$ cat src/sv/fwmpe_pkg.sv
package fwmpe_pkg;

    localparam int CAPACITY_DEF = 16;
    localparam int FIELD_W      = 32;
    localparam int ENTRY_W      = 2 * FIELD_W;

    localparam logic [1:0] OP_ENQ = 2'd0;
    localparam logic [1:0] OP_DEQ = 2'd1;
    localparam logic [1:0] OP_EXT = 2'd2;

    localparam logic [1:0] ST_OK    = 2'd0;
    localparam logic [1:0] ST_EMPTY = 2'd1;
    localparam logic [1:0] ST_FULL  = 2'd2;

    typedef struct packed {
        logic signed [FIELD_W-1:0] prio;
        logic signed [FIELD_W-1:0] value;
    } entry_t;

    typedef struct packed {
        logic [1:0] status;
        entry_t     entry;
    } result_t;

endpackage

$ cat src/sv/fwmpe_ram.sv
module fwmpe_ram #(
    parameter int WIDTH = fwmpe_pkg::ENTRY_W,
    parameter int DEPTH = fwmpe_pkg::CAPACITY_DEF,
    localparam int AW = (DEPTH > 1) ? $clog2(DEPTH) : 1
) (
    input  logic             clk,
    input  logic             we,
    input  logic [AW-1:0]    waddr,
    input  logic [WIDTH-1:0] wdata,
    input  logic [AW-1:0]    raddr,
    output logic [WIDTH-1:0] rdata
);

    logic [WIDTH-1:0] mem [DEPTH];

    always_ff @(posedge clk)
    begin
        if (we)
        begin
            mem[waddr] <= wdata;
        end
        rdata <= mem[raddr];
    end

endmodule

$ cat src/sv/fwmpe_out.sv
module fwmpe_out (
    input  logic                clk,
    input  logic                rst_n,
    input  logic                in_valid,
    output logic                in_ready,
    input  fwmpe_pkg::result_t  in_res,
    output logic                out_valid,
    input  logic                out_ready,
    output fwmpe_pkg::result_t  out_res
);

    logic               valid_reg;
    fwmpe_pkg::result_t res_reg;

    assign in_ready  = !valid_reg || out_ready;
    assign out_valid = valid_reg;
    assign out_res   = res_reg;

    always_ff @(posedge clk or negedge rst_n)
    begin
        if (!rst_n)
        begin
            valid_reg <= 1'b0;
        end
        else if (in_ready)
        begin
            valid_reg <= in_valid;
        end
    end

    always_ff @(posedge clk)
    begin
        if (in_ready && in_valid)
        begin
            res_reg <= in_res;
        end
    end

endmodule

$ cat src/sv/fwmpe_ctrl.sv
module fwmpe_ctrl #(
    parameter int CAPACITY = fwmpe_pkg::CAPACITY_DEF,
    localparam int AW = $clog2(CAPACITY),
    localparam int CW = $clog2(CAPACITY + 1)
) (
    input  logic                         clk,
    input  logic                         rst_n,
    input  logic                         in_valid,
    output logic                         in_ready,
    input  logic [1:0]                   in_op,
    input  fwmpe_pkg::entry_t            in_entry,
    output logic                         res_valid,
    input  logic                         res_ready,
    output fwmpe_pkg::result_t           res,
    output logic                         ram_we,
    output logic [AW-1:0]                ram_waddr,
    output logic [fwmpe_pkg::ENTRY_W-1:0] ram_wdata,
    output logic [AW-1:0]                ram_raddr,
    input  logic [fwmpe_pkg::ENTRY_W-1:0] ram_rdata
);

    typedef enum logic [1:0] {
        S_IDLE,
        S_SCAN,
        S_SHIFT,
        S_EMIT
    } state_t;

    state_t             state_reg, state_next;
    logic [CW-1:0]      count_reg, count_next;
    logic [CW-1:0]      rd_idx_reg, rd_idx_next;
    logic [CW-1:0]      scan_end_reg, scan_end_next;
    logic               data_vld_reg, data_vld_next;
    logic [AW-1:0]      data_idx_reg, data_idx_next;
    logic [AW-1:0]      pos_reg, pos_next;
    fwmpe_pkg::entry_t  best_reg, best_next;
    fwmpe_pkg::result_t res_reg, res_next;

    fwmpe_pkg::entry_t  cand;
    logic               take;

    assign in_ready  = (state_reg == S_IDLE);
    assign res_valid = (state_reg == S_EMIT);
    assign res       = res_reg;
    assign cand      = fwmpe_pkg::entry_t'(ram_rdata);

    always_comb
    begin
        state_next    = state_reg;
        count_next    = count_reg;
        rd_idx_next   = rd_idx_reg;
        scan_end_next = scan_end_reg;
        data_vld_next = 1'b0;
        data_idx_next = data_idx_reg;
        pos_next      = pos_reg;
        best_next     = best_reg;
        res_next      = res_reg;
        ram_we        = 1'b0;
        ram_waddr     = data_idx_reg - AW'(1);
        ram_wdata     = ram_rdata;
        ram_raddr     = rd_idx_reg[AW-1:0];
        take          = (data_idx_reg == '0) || ($signed(cand.prio) > $signed(best_reg.prio));

        case (state_reg)
            S_IDLE:
            begin
                if (in_valid)
                begin
                    case (in_op)
                        fwmpe_pkg::OP_ENQ:
                        begin
                            if (count_reg == CW'(CAPACITY))
                            begin
                                res_next   = '{status: fwmpe_pkg::ST_FULL, entry: '0};
                                state_next = S_EMIT;
                            end
                            else
                            begin
                                ram_we     = 1'b1;
                                ram_waddr  = count_reg[AW-1:0];
                                ram_wdata  = in_entry;
                                count_next = count_reg + CW'(1);
                            end
                        end
                        fwmpe_pkg::OP_DEQ, fwmpe_pkg::OP_EXT:
                        begin
                            if (count_reg == '0)
                            begin
                                res_next   = '{status: fwmpe_pkg::ST_EMPTY, entry: '0};
                                state_next = S_EMIT;
                            end
                            else
                            begin
                                scan_end_next = (in_op == fwmpe_pkg::OP_EXT) ? count_reg
                                                                             : CW'(1);
                                rd_idx_next   = '0;
                                state_next    = S_SCAN;
                            end
                        end
                        default:
                        begin
                        end
                    endcase
                end
            end
            S_SCAN:
            begin
                if (rd_idx_reg < scan_end_reg)
                begin
                    rd_idx_next   = rd_idx_reg + CW'(1);
                    data_vld_next = 1'b1;
                    data_idx_next = rd_idx_reg[AW-1:0];
                end
                if (data_vld_reg)
                begin
                    if (take)
                    begin
                        best_next = cand;
                        pos_next  = data_idx_reg;
                    end
                    if (CW'(data_idx_reg) == scan_end_reg - CW'(1))
                    begin
                        rd_idx_next = CW'(take ? data_idx_reg : pos_reg) + CW'(1);
                        state_next  = S_SHIFT;
                    end
                end
            end
            S_SHIFT:
            begin
                // move each later entry down by one to close the gap
                if (rd_idx_reg < count_reg)
                begin
                    rd_idx_next   = rd_idx_reg + CW'(1);
                    data_vld_next = 1'b1;
                    data_idx_next = rd_idx_reg[AW-1:0];
                end
                if (data_vld_reg)
                begin
                    ram_we = 1'b1;
                end
                else if (!(rd_idx_reg < count_reg))
                begin
                    count_next = count_reg - CW'(1);
                    res_next   = '{status: fwmpe_pkg::ST_OK, entry: best_reg};
                    state_next = S_EMIT;
                end
            end
            S_EMIT:
            begin
                if (res_ready)
                begin
                    state_next = S_IDLE;
                end
            end
            default:
            begin
                state_next = S_IDLE;
            end
        endcase
    end

    always_ff @(posedge clk or negedge rst_n)
    begin
        if (!rst_n)
        begin
            state_reg    <= S_IDLE;
            count_reg    <= '0;
            rd_idx_reg   <= '0;
            scan_end_reg <= '0;
            data_vld_reg <= 1'b0;
            data_idx_reg <= '0;
            pos_reg      <= '0;
            best_reg     <= '0;
            res_reg      <= '0;
        end
        else
        begin
            state_reg    <= state_next;
            count_reg    <= count_next;
            rd_idx_reg   <= rd_idx_next;
            scan_end_reg <= scan_end_next;
            data_vld_reg <= data_vld_next;
            data_idx_reg <= data_idx_next;
            pos_reg      <= pos_next;
            best_reg     <= best_next;
            res_reg      <= res_next;
        end
    end

endmodule

$ cat src/sv/fifo_with_max_priority_extract.sv
// channel   dir  tuser          tdata
// s_axis    in   op [1:0]       item_value [31:0], item_priority [63:32]
// m_axis    out  status [1:0]   out_value [31:0], out_priority [63:32]
//
// enqueue writes the entry as it is taken and gives no result; a full store gives a FULL status result
// dequeue and extract hold off new transfers while they step through the n entries
// on the single read port of the entry memory (scan, then shift down)
// rst_n clears the entry count and control; entry memory is not cleared
// a result waits in the output register while the next transfer is taken
module fifo_with_max_priority_extract #(
    parameter int CAPACITY = fwmpe_pkg::CAPACITY_DEF
) (
    input  logic        clk,
    input  logic        rst_n,
    input  logic        s_axis_tvalid,
    output logic        s_axis_tready,
    input  logic [63:0] s_axis_tdata,   // item_value, item_priority
    input  logic [1:0]  s_axis_tuser,   // op
    output logic        m_axis_tvalid,
    input  logic        m_axis_tready,
    output logic [63:0] m_axis_tdata,   // out_value, out_priority
    output logic [1:0]  m_axis_tuser    // status
);

    localparam int AW = $clog2(CAPACITY);

    logic                          ram_we;
    logic [AW-1:0]                 ram_waddr;
    logic [fwmpe_pkg::ENTRY_W-1:0] ram_wdata;
    logic [AW-1:0]                 ram_raddr;
    logic [fwmpe_pkg::ENTRY_W-1:0] ram_rdata;
    logic                          res_valid;
    logic                          res_ready;
    fwmpe_pkg::result_t            res;
    fwmpe_pkg::result_t            out_res;

    fwmpe_ram #(
        .WIDTH (fwmpe_pkg::ENTRY_W),
        .DEPTH (CAPACITY)
    ) u_ram (
        .clk   (clk),
        .we    (ram_we),
        .waddr (ram_waddr),
        .wdata (ram_wdata),
        .raddr (ram_raddr),
        .rdata (ram_rdata)
    );

    fwmpe_ctrl #(
        .CAPACITY (CAPACITY)
    ) u_ctrl (
        .clk       (clk),
        .rst_n     (rst_n),
        .in_valid  (s_axis_tvalid),
        .in_ready  (s_axis_tready),
        .in_op     (s_axis_tuser),
        .in_entry  (fwmpe_pkg::entry_t'(s_axis_tdata)),
        .res_valid (res_valid),
        .res_ready (res_ready),
        .res       (res),
        .ram_we    (ram_we),
        .ram_waddr (ram_waddr),
        .ram_wdata (ram_wdata),
        .ram_raddr (ram_raddr),
        .ram_rdata (ram_rdata)
    );

    fwmpe_out u_out (
        .clk       (clk),
        .rst_n     (rst_n),
        .in_valid  (res_valid),
        .in_ready  (res_ready),
        .in_res    (res),
        .out_valid (m_axis_tvalid),
        .out_ready (m_axis_tready),
        .out_res   (out_res)
    );

    assign m_axis_tdata = out_res.entry;
    assign m_axis_tuser = out_res.status;

    a_no_data_on_fail: assert property (@(posedge clk) disable iff (!rst_n)
        (m_axis_tvalid && (m_axis_tuser != fwmpe_pkg::ST_OK)) |-> (m_axis_tdata == '0))
        else $error("failed status carries nonzero data");

    a_status_code: assert property (@(posedge clk) disable iff (!rst_n)
        m_axis_tvalid |-> (m_axis_tuser != 2'd3))
        else $error("undefined status code");

    a_remove_busy: assert property (@(posedge clk) disable iff (!rst_n)
        (s_axis_tvalid && s_axis_tready &&
         ((s_axis_tuser == fwmpe_pkg::OP_DEQ) || (s_axis_tuser == fwmpe_pkg::OP_EXT)))
        |=> !s_axis_tready)
        else $error("removal did not hold off the next transfer");

    a_unused_op_idle: assert property (@(posedge clk) disable iff (!rst_n)
        (s_axis_tvalid && s_axis_tready && (s_axis_tuser == 2'd3)) |=> s_axis_tready)
        else $error("unused op left the block busy");

endmodule
$ cat config.mk
export PLATFORM = sky130hd
export DESIGN_NAME = fifo_with_max_priority_extract
export DESIGN_NICKNAME = d
export VERILOG_FILES = /design/src/sv/fwmpe_pkg.sv /design/src/sv/fwmpe_ram.sv /design/src/sv/fwmpe_out.sv /design/src/sv/fwmpe_ctrl.sv /design/src/sv/fifo_with_max_priority_extract.sv
export SDC_FILE = /design/constraint.sdc
export NUM_CORES = 1
export LEC_CHECK = 0
export BUFFER_PORTS_ARGS = -buffer_cell sky130_fd_sc_hd__buf_2
export CAP_MARGIN = 20
export CELL_PAD_IN_SITES_DETAIL_PLACEMENT = 0
export CELL_PAD_IN_SITES_GLOBAL_PLACEMENT = 1
export CORE_MARGIN = 5
export CORE_UTILIZATION = 55
export DETAILED_ROUTE_END_ITERATION = 7
export PLACE_DENSITY_LB_ADDON = 0.1
export SLEW_MARGIN = 20
export SYNTH_ARGS = -nofsm -noshare
export SYNTH_HDL_FRONTEND = slang
export SYNTH_SLANG_ARGS = --single-unit
$ cat constraint.sdc
create_clock -name clk -period 7.4 [get_ports clk]
set_clock_uncertainty 0.15 [all_clocks]
set_input_delay 0.74 -clock clk [delete_from_list [all_inputs] [get_ports clk]]
set_output_delay 0.74 -clock clk [all_outputs]
set_load 0.1 [all_outputs]
Yosys cells after proc, flatten, opt, wreduce, memory -nomap -nowiden --
Memory sizes are Yosys's and may differ from the RTL's. A register that Yosys moved wholly into a read port is not among the register bits. Index checks and enable logic that the tools add are counted.
Storage, ports and cells: flip-flop bits (word level) 223, RAM bits 1024, input bits 70, output and inout port bits 68, word-level logic and storage cells 122, memories 1
Memory list:
- u_ram.mem | depth 16, bits a word 64, read ports 1, clocked after Yosys merged registers in 1, wr ports 1, RTL line fwmpe_ram.sv:14 | logic [WIDTH-1:0] mem [DEPTH];
Cells by class: $add $sub $neg 6, $lt $le $gt $ge 3, eq/ne operators 22, muxes and demuxes 54, bitwise gates (word level) 1, reduce and logical (&&, ||, !) cells 19
Operators with widths (count):
- two-way mux 66 bit | 5
- one-hot mux 66 bit (2 select lines) | 2
- two-way mux 64 bit | 4
- two-way mux 5 bit | 13
- > comparator 32 bit | 1
- two-way mux 4 bit | 7
- two-way mux 2 bit | 8
- adder 5 x 1 -> 5 bit (second input constant) | 3
- one-hot mux 5 bit (3 select lines) | 1
- != test 2 x 1 -> 1 bit (second input constant) | 6
- != test 2 bit (second input constant) | 6
- < comparator 5 bit | 2
- one-hot mux 5 bit (2 select lines) | 1
- subtractor 5 x 1 -> 5 bit (second input constant) | 2
- two-way mux 1 bit | 8
- one-hot mux 2 bit (4 select lines) | 1
- one-hot mux 4 bit (2 select lines) | 1
- AND reduction 8 bit | 1
- AND reduction 7 bit | 1
- == test 2 bit (second input constant) | 3
- != test 3 x 2 -> 1 bit (second input constant) | 2
- AND reduction 3 bit | 2
- AND reduction 6 bit | 1
- == test 4 x 5 -> 1 bit | 1
- other kinds (18) | 23

Logic depth before layout (Yosys ltp) --
depth after elaboration 7, mapped depth 13, mapped depth without buffers 11

By module --
Synthesis repeated with hierarchy kept, for this count alone.
Unflattened totals: cells, all modules 2597, area total of the unflattened synthesis 50664.8 µm²
Modules (own cells, without submodules):
- fwmpe_ram | times used 1, cells each 1647, area an instance 39581.7 µm², seq. area each 32030.7 µm²
- fwmpe_ctrl | times used 1, cells each 880, area an instance 9047.4 µm², seq. area each 3903.7 µm²
- fwmpe_out | times used 1, cells each 70, area an instance 2035.7 µm², seq. area each 2006.9 µm²

Worst setup path before layout --
OpenSTA, ideal clock, no wires.
path kind register to register, start point reg u_ctrl.state_reg[0], end point mem u_ram.mem[10][0] (netlist bit) (enable), library setup time 0.487 ns, arrival 5.158 ns, data required time 6.763 ns, setup slack 1.606 ns, stages on the path, launching flop included 10, path buffers 3, period minus slack after synthesis 5.794 ns, path through dfrtp_1 -> inv_1 -> ha_1 -> clkbuf_1 -> and4_1 -> clkbuf_1 -> clkbuf_1 -> o21a_1 -> nand2_1 -> nor2_1
On the way: cells in the longest elaborated chain, start to end 4, elaborated cells between the ends (all ways) 6, those cells by class eq/ne: 1; mux: 4; reduce/logical: 1
Ends and longest elaborated chain:
- start, declared | RTL line fwmpe_ctrl.sv:29 | state_t state_reg, state_next;
- start signal, assigned | RTL line fwmpe_ctrl.sv:178 | state_reg <= state_next;
- logical NOT 2 bit (*)
- via s_axis_tready | RTL line fifo_with_max_priority_extract.sv:16 | output logic s_axis_tready,
- one-hot mux 1 bit (2 select lines) | RTL line fwmpe_ctrl.sv:64 | case (state_reg)
- two-way mux 1 bit | RTL line fwmpe_ram.sv:18 | if (we)
- two-way mux 1 bit (implied by the code) | RTL line fwmpe_ram.sv:20 | mem[waddr] <= wdata;
- end, declared | RTL line fwmpe_ram.sv:14
The timed path passes the listed nets; every way through them passes the cells marked *.

Worst setup path in the final report --
start point reg u_ctrl.count_reg[0], end point mem u_ram.mem[15][51] (netlist bit) (enable)
On the way: cells in the longest elaborated chain, start to end 7, elaborated cells between the ends (all ways) 11, those cells by class eq/ne: 1; mux: 10
Ends and longest elaborated chain:
- start, declared | RTL line fwmpe_ctrl.sv:30 | logic [CW-1:0] count_reg, count_next;
- start signal, assigned | RTL line fwmpe_ctrl.sv:179 | count_reg <= count_next;
- == test 5 bit | RTL line fwmpe_ctrl.sv:72 | if (count_reg == CW'(CAPACITY))
- two-way mux 1 bit | RTL line fwmpe_ctrl.sv:72
- two-way mux 1 bit | RTL line fwmpe_ctrl.sv:69 | case (in_op)
- two-way mux 1 bit | RTL line fwmpe_ctrl.sv:67 | if (in_valid)
- one-hot mux 1 bit (2 select lines) | RTL line fwmpe_ctrl.sv:64
- two-way mux 1 bit | RTL line fwmpe_ram.sv:18
- two-way mux 1 bit (implied by the code) | RTL line fwmpe_ram.sv:20
Parallel ways exist; a longest one is shown, timed or not.

==> results.md <==
- Status: finished clean
- Final Critical Period: approximately 4.4 ns
- # diodes: 0
- Post-CTS resize count: 0
- Final WL: between 100,000 and 150,000 microns
- Multi-input gate area in the final layout: between 0.01 and 0.015 sq mm
- Reg clk slew, reported paths: approximately 0.060 ns
- Dpl hpwl: just over 60,000 microns
- Worst Hold Class: in -> reg
- Final period utilization: 59.6%
- DIE WIDTH: 313 microns
- RR Startpoint: u_ctrl.count_reg[0]
- Post-Syn Instances: between 2,000 and 3,000
- Cts bufs inserted: about 140
- Initial antenna violation count: 4
- Drt wl/cell: between 20 and 30 microns
- Via density: a little over 6
- Layout area overhead: 13.5%
- FF/Latch Area: about 0.038 sq mm
- P_leak: roughly 15 nW
- Share of cells above drive strength 1: between 20% and 30%
- Placed inst area: about 0.053 sq mm
- Worst Hold Slack: 0.208 ns
- Worst reg2reg setup slack: approximately 3.0 ns
- Worst-margin pin slew: 1.12 ns
- Die Ht: about 310 microns
- Ports: ~140
- Final Non-Filler Cells: 4,026
- Largest net degree at the start of global routing: 105
- GP Congestion: 0.771
- Number of global-route vias before repair: roughly 26,000
- RSZ-0062 raised after global routing: no
- Clock root cell: clkbuf_16
- Final Max Slew Viols: 0
- Final Cell Area: around 0.057 sq mm
- Initial drt markers: approximately 2,600
- Worst slack, placed: between 2 and 3 ns
- Final core occ: between 60% and 70%
- Levels on crit path: 8
- Relative slew slack: between 20% and 30%
- Worst-Skew Late Latency: 0.73 ns
- CP endpoint kind: flop
- Max_cap viols: 0
- Port Buf Inserts: 137
- Worst min-delay path endpoint: u_out.out_valid
- Max FFs per register: around 1,000
- Drt drc: 0
- Cell accounting for the most synthesized area: edfxtp_1
- Hold path depth: 3
- FF-to-FF path depth: 8
- CTS H-tree depth: 4
- Required @ worst endpoint: approximately 7.6 ns
- Startpoint Class: flop
- Setup TNS: 0 ns
- Synth Net Count: ~2,700
- Synth Register Bits: 1,311
- DP Cell Count: roughly 3,800
- Setup Crit Path Kind: reg -> reg
- Die area: about 0.098 sq mm
- Distinct cell type count after synthesis: 55
- Critical path's largest stage delay: 0.64 ns
- Total power draw: 14.7 mW
- Clk buf depth: 3
- Top_reg_cell synth: edfxtp_1
- First-pass GRT wire length: 169,000 microns
- Ys Warns: 0
- GR Util All Layers: 23.4%
- Vias: around 24,000
- Data arrival, critical path: between 4 and 5 ns
- Buf/Inv on CP: 2
- Reg-to-reg endpoint: u_ram.mem[15][51]
- Maximum resistive drop on vdd: 195 uV
- Initial core utilization: between 50 and 60%
- Post-synth EDFFs: roughly 1,100
- Slowest cell on crit path: buf_4
- Core box area: roughly 0.091 sq mm
- Fillers: 6,320
- Worst-path fanout max: 44
- Final setup violation count: 0
- DR pass1 iterations: 6
- PnR worst setup slack: around 3.0 ns
- Top post-synthesis cells by count: 1,090 x edfxtp_1, 332 x nand2_1, 320 x mux4_2
- Top cell type's share of synthesized area: 65.0%
- Largest delay share family, worst path: simple AND/OR/NAND/NOR gates
- Final number of hold-violating endpoints: 0
- Power per Cell Area: between 200 and 300 mW/mm^2
- Post-synthesis sequential area ratio: 75.4%
- Fmax: ~230 MHz
- Hold Path Origin: m_axis_tready
- Crit path cell chain: nor4_1 > nand2_1 > and4_4 > a21boi_0 > nand2_1 > nor2_4 > buf_4 > buf_4
- # rows: about 110
- Synth async-reset ratio: a little under an eighth
- Remaining antenna violation count: 0
- Top-count cell post-synth: edfxtp_1
- Synth area leaders: edfxtp_1 65%, mux4_2 14%, dfrtp_1 7.8%, dfxtp_1 2.5%, nand2_1 2.5%
- Remaining Overflow, GRT: 0
- Clock Sinks: around 1,300
- TritonCTS clock tree: built
- Mapped Avg Cell Area: between 15 and 20 sq um
- Final #Nets: ~2,900
- Netlist Area Pre-Place: between 0.05 and 0.06 sq mm
==> metal layers <==
layer / vias to the layer above / GRT usage (%) / part of all wire [%]
met1: 13100 / 35.1 / 44
met4: 2 / 5.78 / 1.7
met2: 777 / 36.5 / 48
li1: 10500 / - / -
met5: - / 0 / 0.012
met3: 128 / 4.18 / 6.3
==> where the power goes <==
| part | internal, mW | leakage, nW | total (mW) | switching [mW] |
|---|---|---|---|---|
| logic | 0.0163 | 3.86 | 0.0502 | 0.0339 |
| registers | 7.89 | 9.17 | 7.89 | 0.0000000000000000105 |
| clock network | 4.03 | 2.18 | 6.77 | 2.73 |
| total | 11.9 | 15.2 | 14.7 | 2.77 |
==> final cells by class <==
cell class | count | share of cell area (%)
Clock buffer | 189 | 6.61
Timing Repair Buffer | 185 | 2.13
Multi-Input combinational cell | 1036 | 20.7
Inverter | 58 | 0.381
Sequential cell | 1311 | 66.4
Clock inverter | 61 | 1.19
Tap cell | 1186 | 2.60
==> placed cells by master (no fill, tap or decap), types with 4 or more instances in the layout <==
cell	Yosys	layout
edfxtp_1	1090	1090
nand2_1	332	332
mux4_2	320	320
dfrtp_1	157	153
clkbuf_16	0	141
buf_2	0	136
dfxtp_1	64	64
inv_1	57	57
o21ai_0	55	54
mux2_2	53	53
ha_1	52	51
clkbuf_1	93	41
o31ai_1	35	35
buf_4	4	35
a21oi_1	23	23
mux2_4	21	21
clkinv_2	0	19
clkinv_1	0	18
nor2_4	1	17
nand3_1	15	15
a21o_1	13	13
bufinv_16	0	13
xnor2_1	12	12
nand4_1	11	11
buf_12	2	11
clkbuf_8	0	8
a31oi_1	6	6
o211ai_1	5	5
nand2b_1	4	4
and3_1	4	4
nor2_1	20	4
xor2_1	4	4
mux2i_1	4	4
inv_6	0	4
dfrtp_4	0	4
==> worst max path at each step <==
stage / startpoint / endpoint / slack [ns]
2_1_floorplan: u_ctrl.state_reg[0] / u_ram.mem[10][0] / 1.61
3_3_place_gp: u_ram.rdata[63] / u_ctrl.best_reg[24] / 2.69
3_5_place_dp: s_axis_tuser[0] / u_ram.mem[15][51] / 2.98
4_1_cts: u_ctrl.count_reg[0] / u_ram.mem[15][43] / 3.04
5_1_grt: u_ctrl.count_reg[0] / u_ram.mem[15][51] / 2.74
6_report: u_ctrl.count_reg[0] / u_ram.mem[15][51] / 2.99
==> worst register-to-register path: stages, from the launching register on <==
cell	delay [ns]
dfrtp_1	0.47
nor4_1	0.62
nand2_1	0.16
and4_4	0.40
a21boi_0	0.39
nand2_1	0.32
nor2_4	0.36
buf_4	0.49
buf_4	0.65
==> cell families (layout without fill, tap and decap cells) <==
group | Yosys count | in the layout | share of synthesized area (%)
muxes | 398 | 398 | 16.2
and+or+nand+nor | 409 | 409 | 3.35
DFF | 1311 | 1311 | 75.4
buffers and inverters | 182 | 493 | 1.47
AOI/OAI and AO/OA | 160 | 160 | 2.02
xor gates and xnor gates | 16 | 16 | 0.278
adders and majority gates | 53 | 53 | 1.33
==> what timing repair did <==
action                                  in CTS  in global routing
endpoints found under the setup margin       0                  0
hold buffers                                 1                  0
endpoints found under the hold margin       42                  0
setup buffers                                0                  0
(Power assumes the default switching activity.)
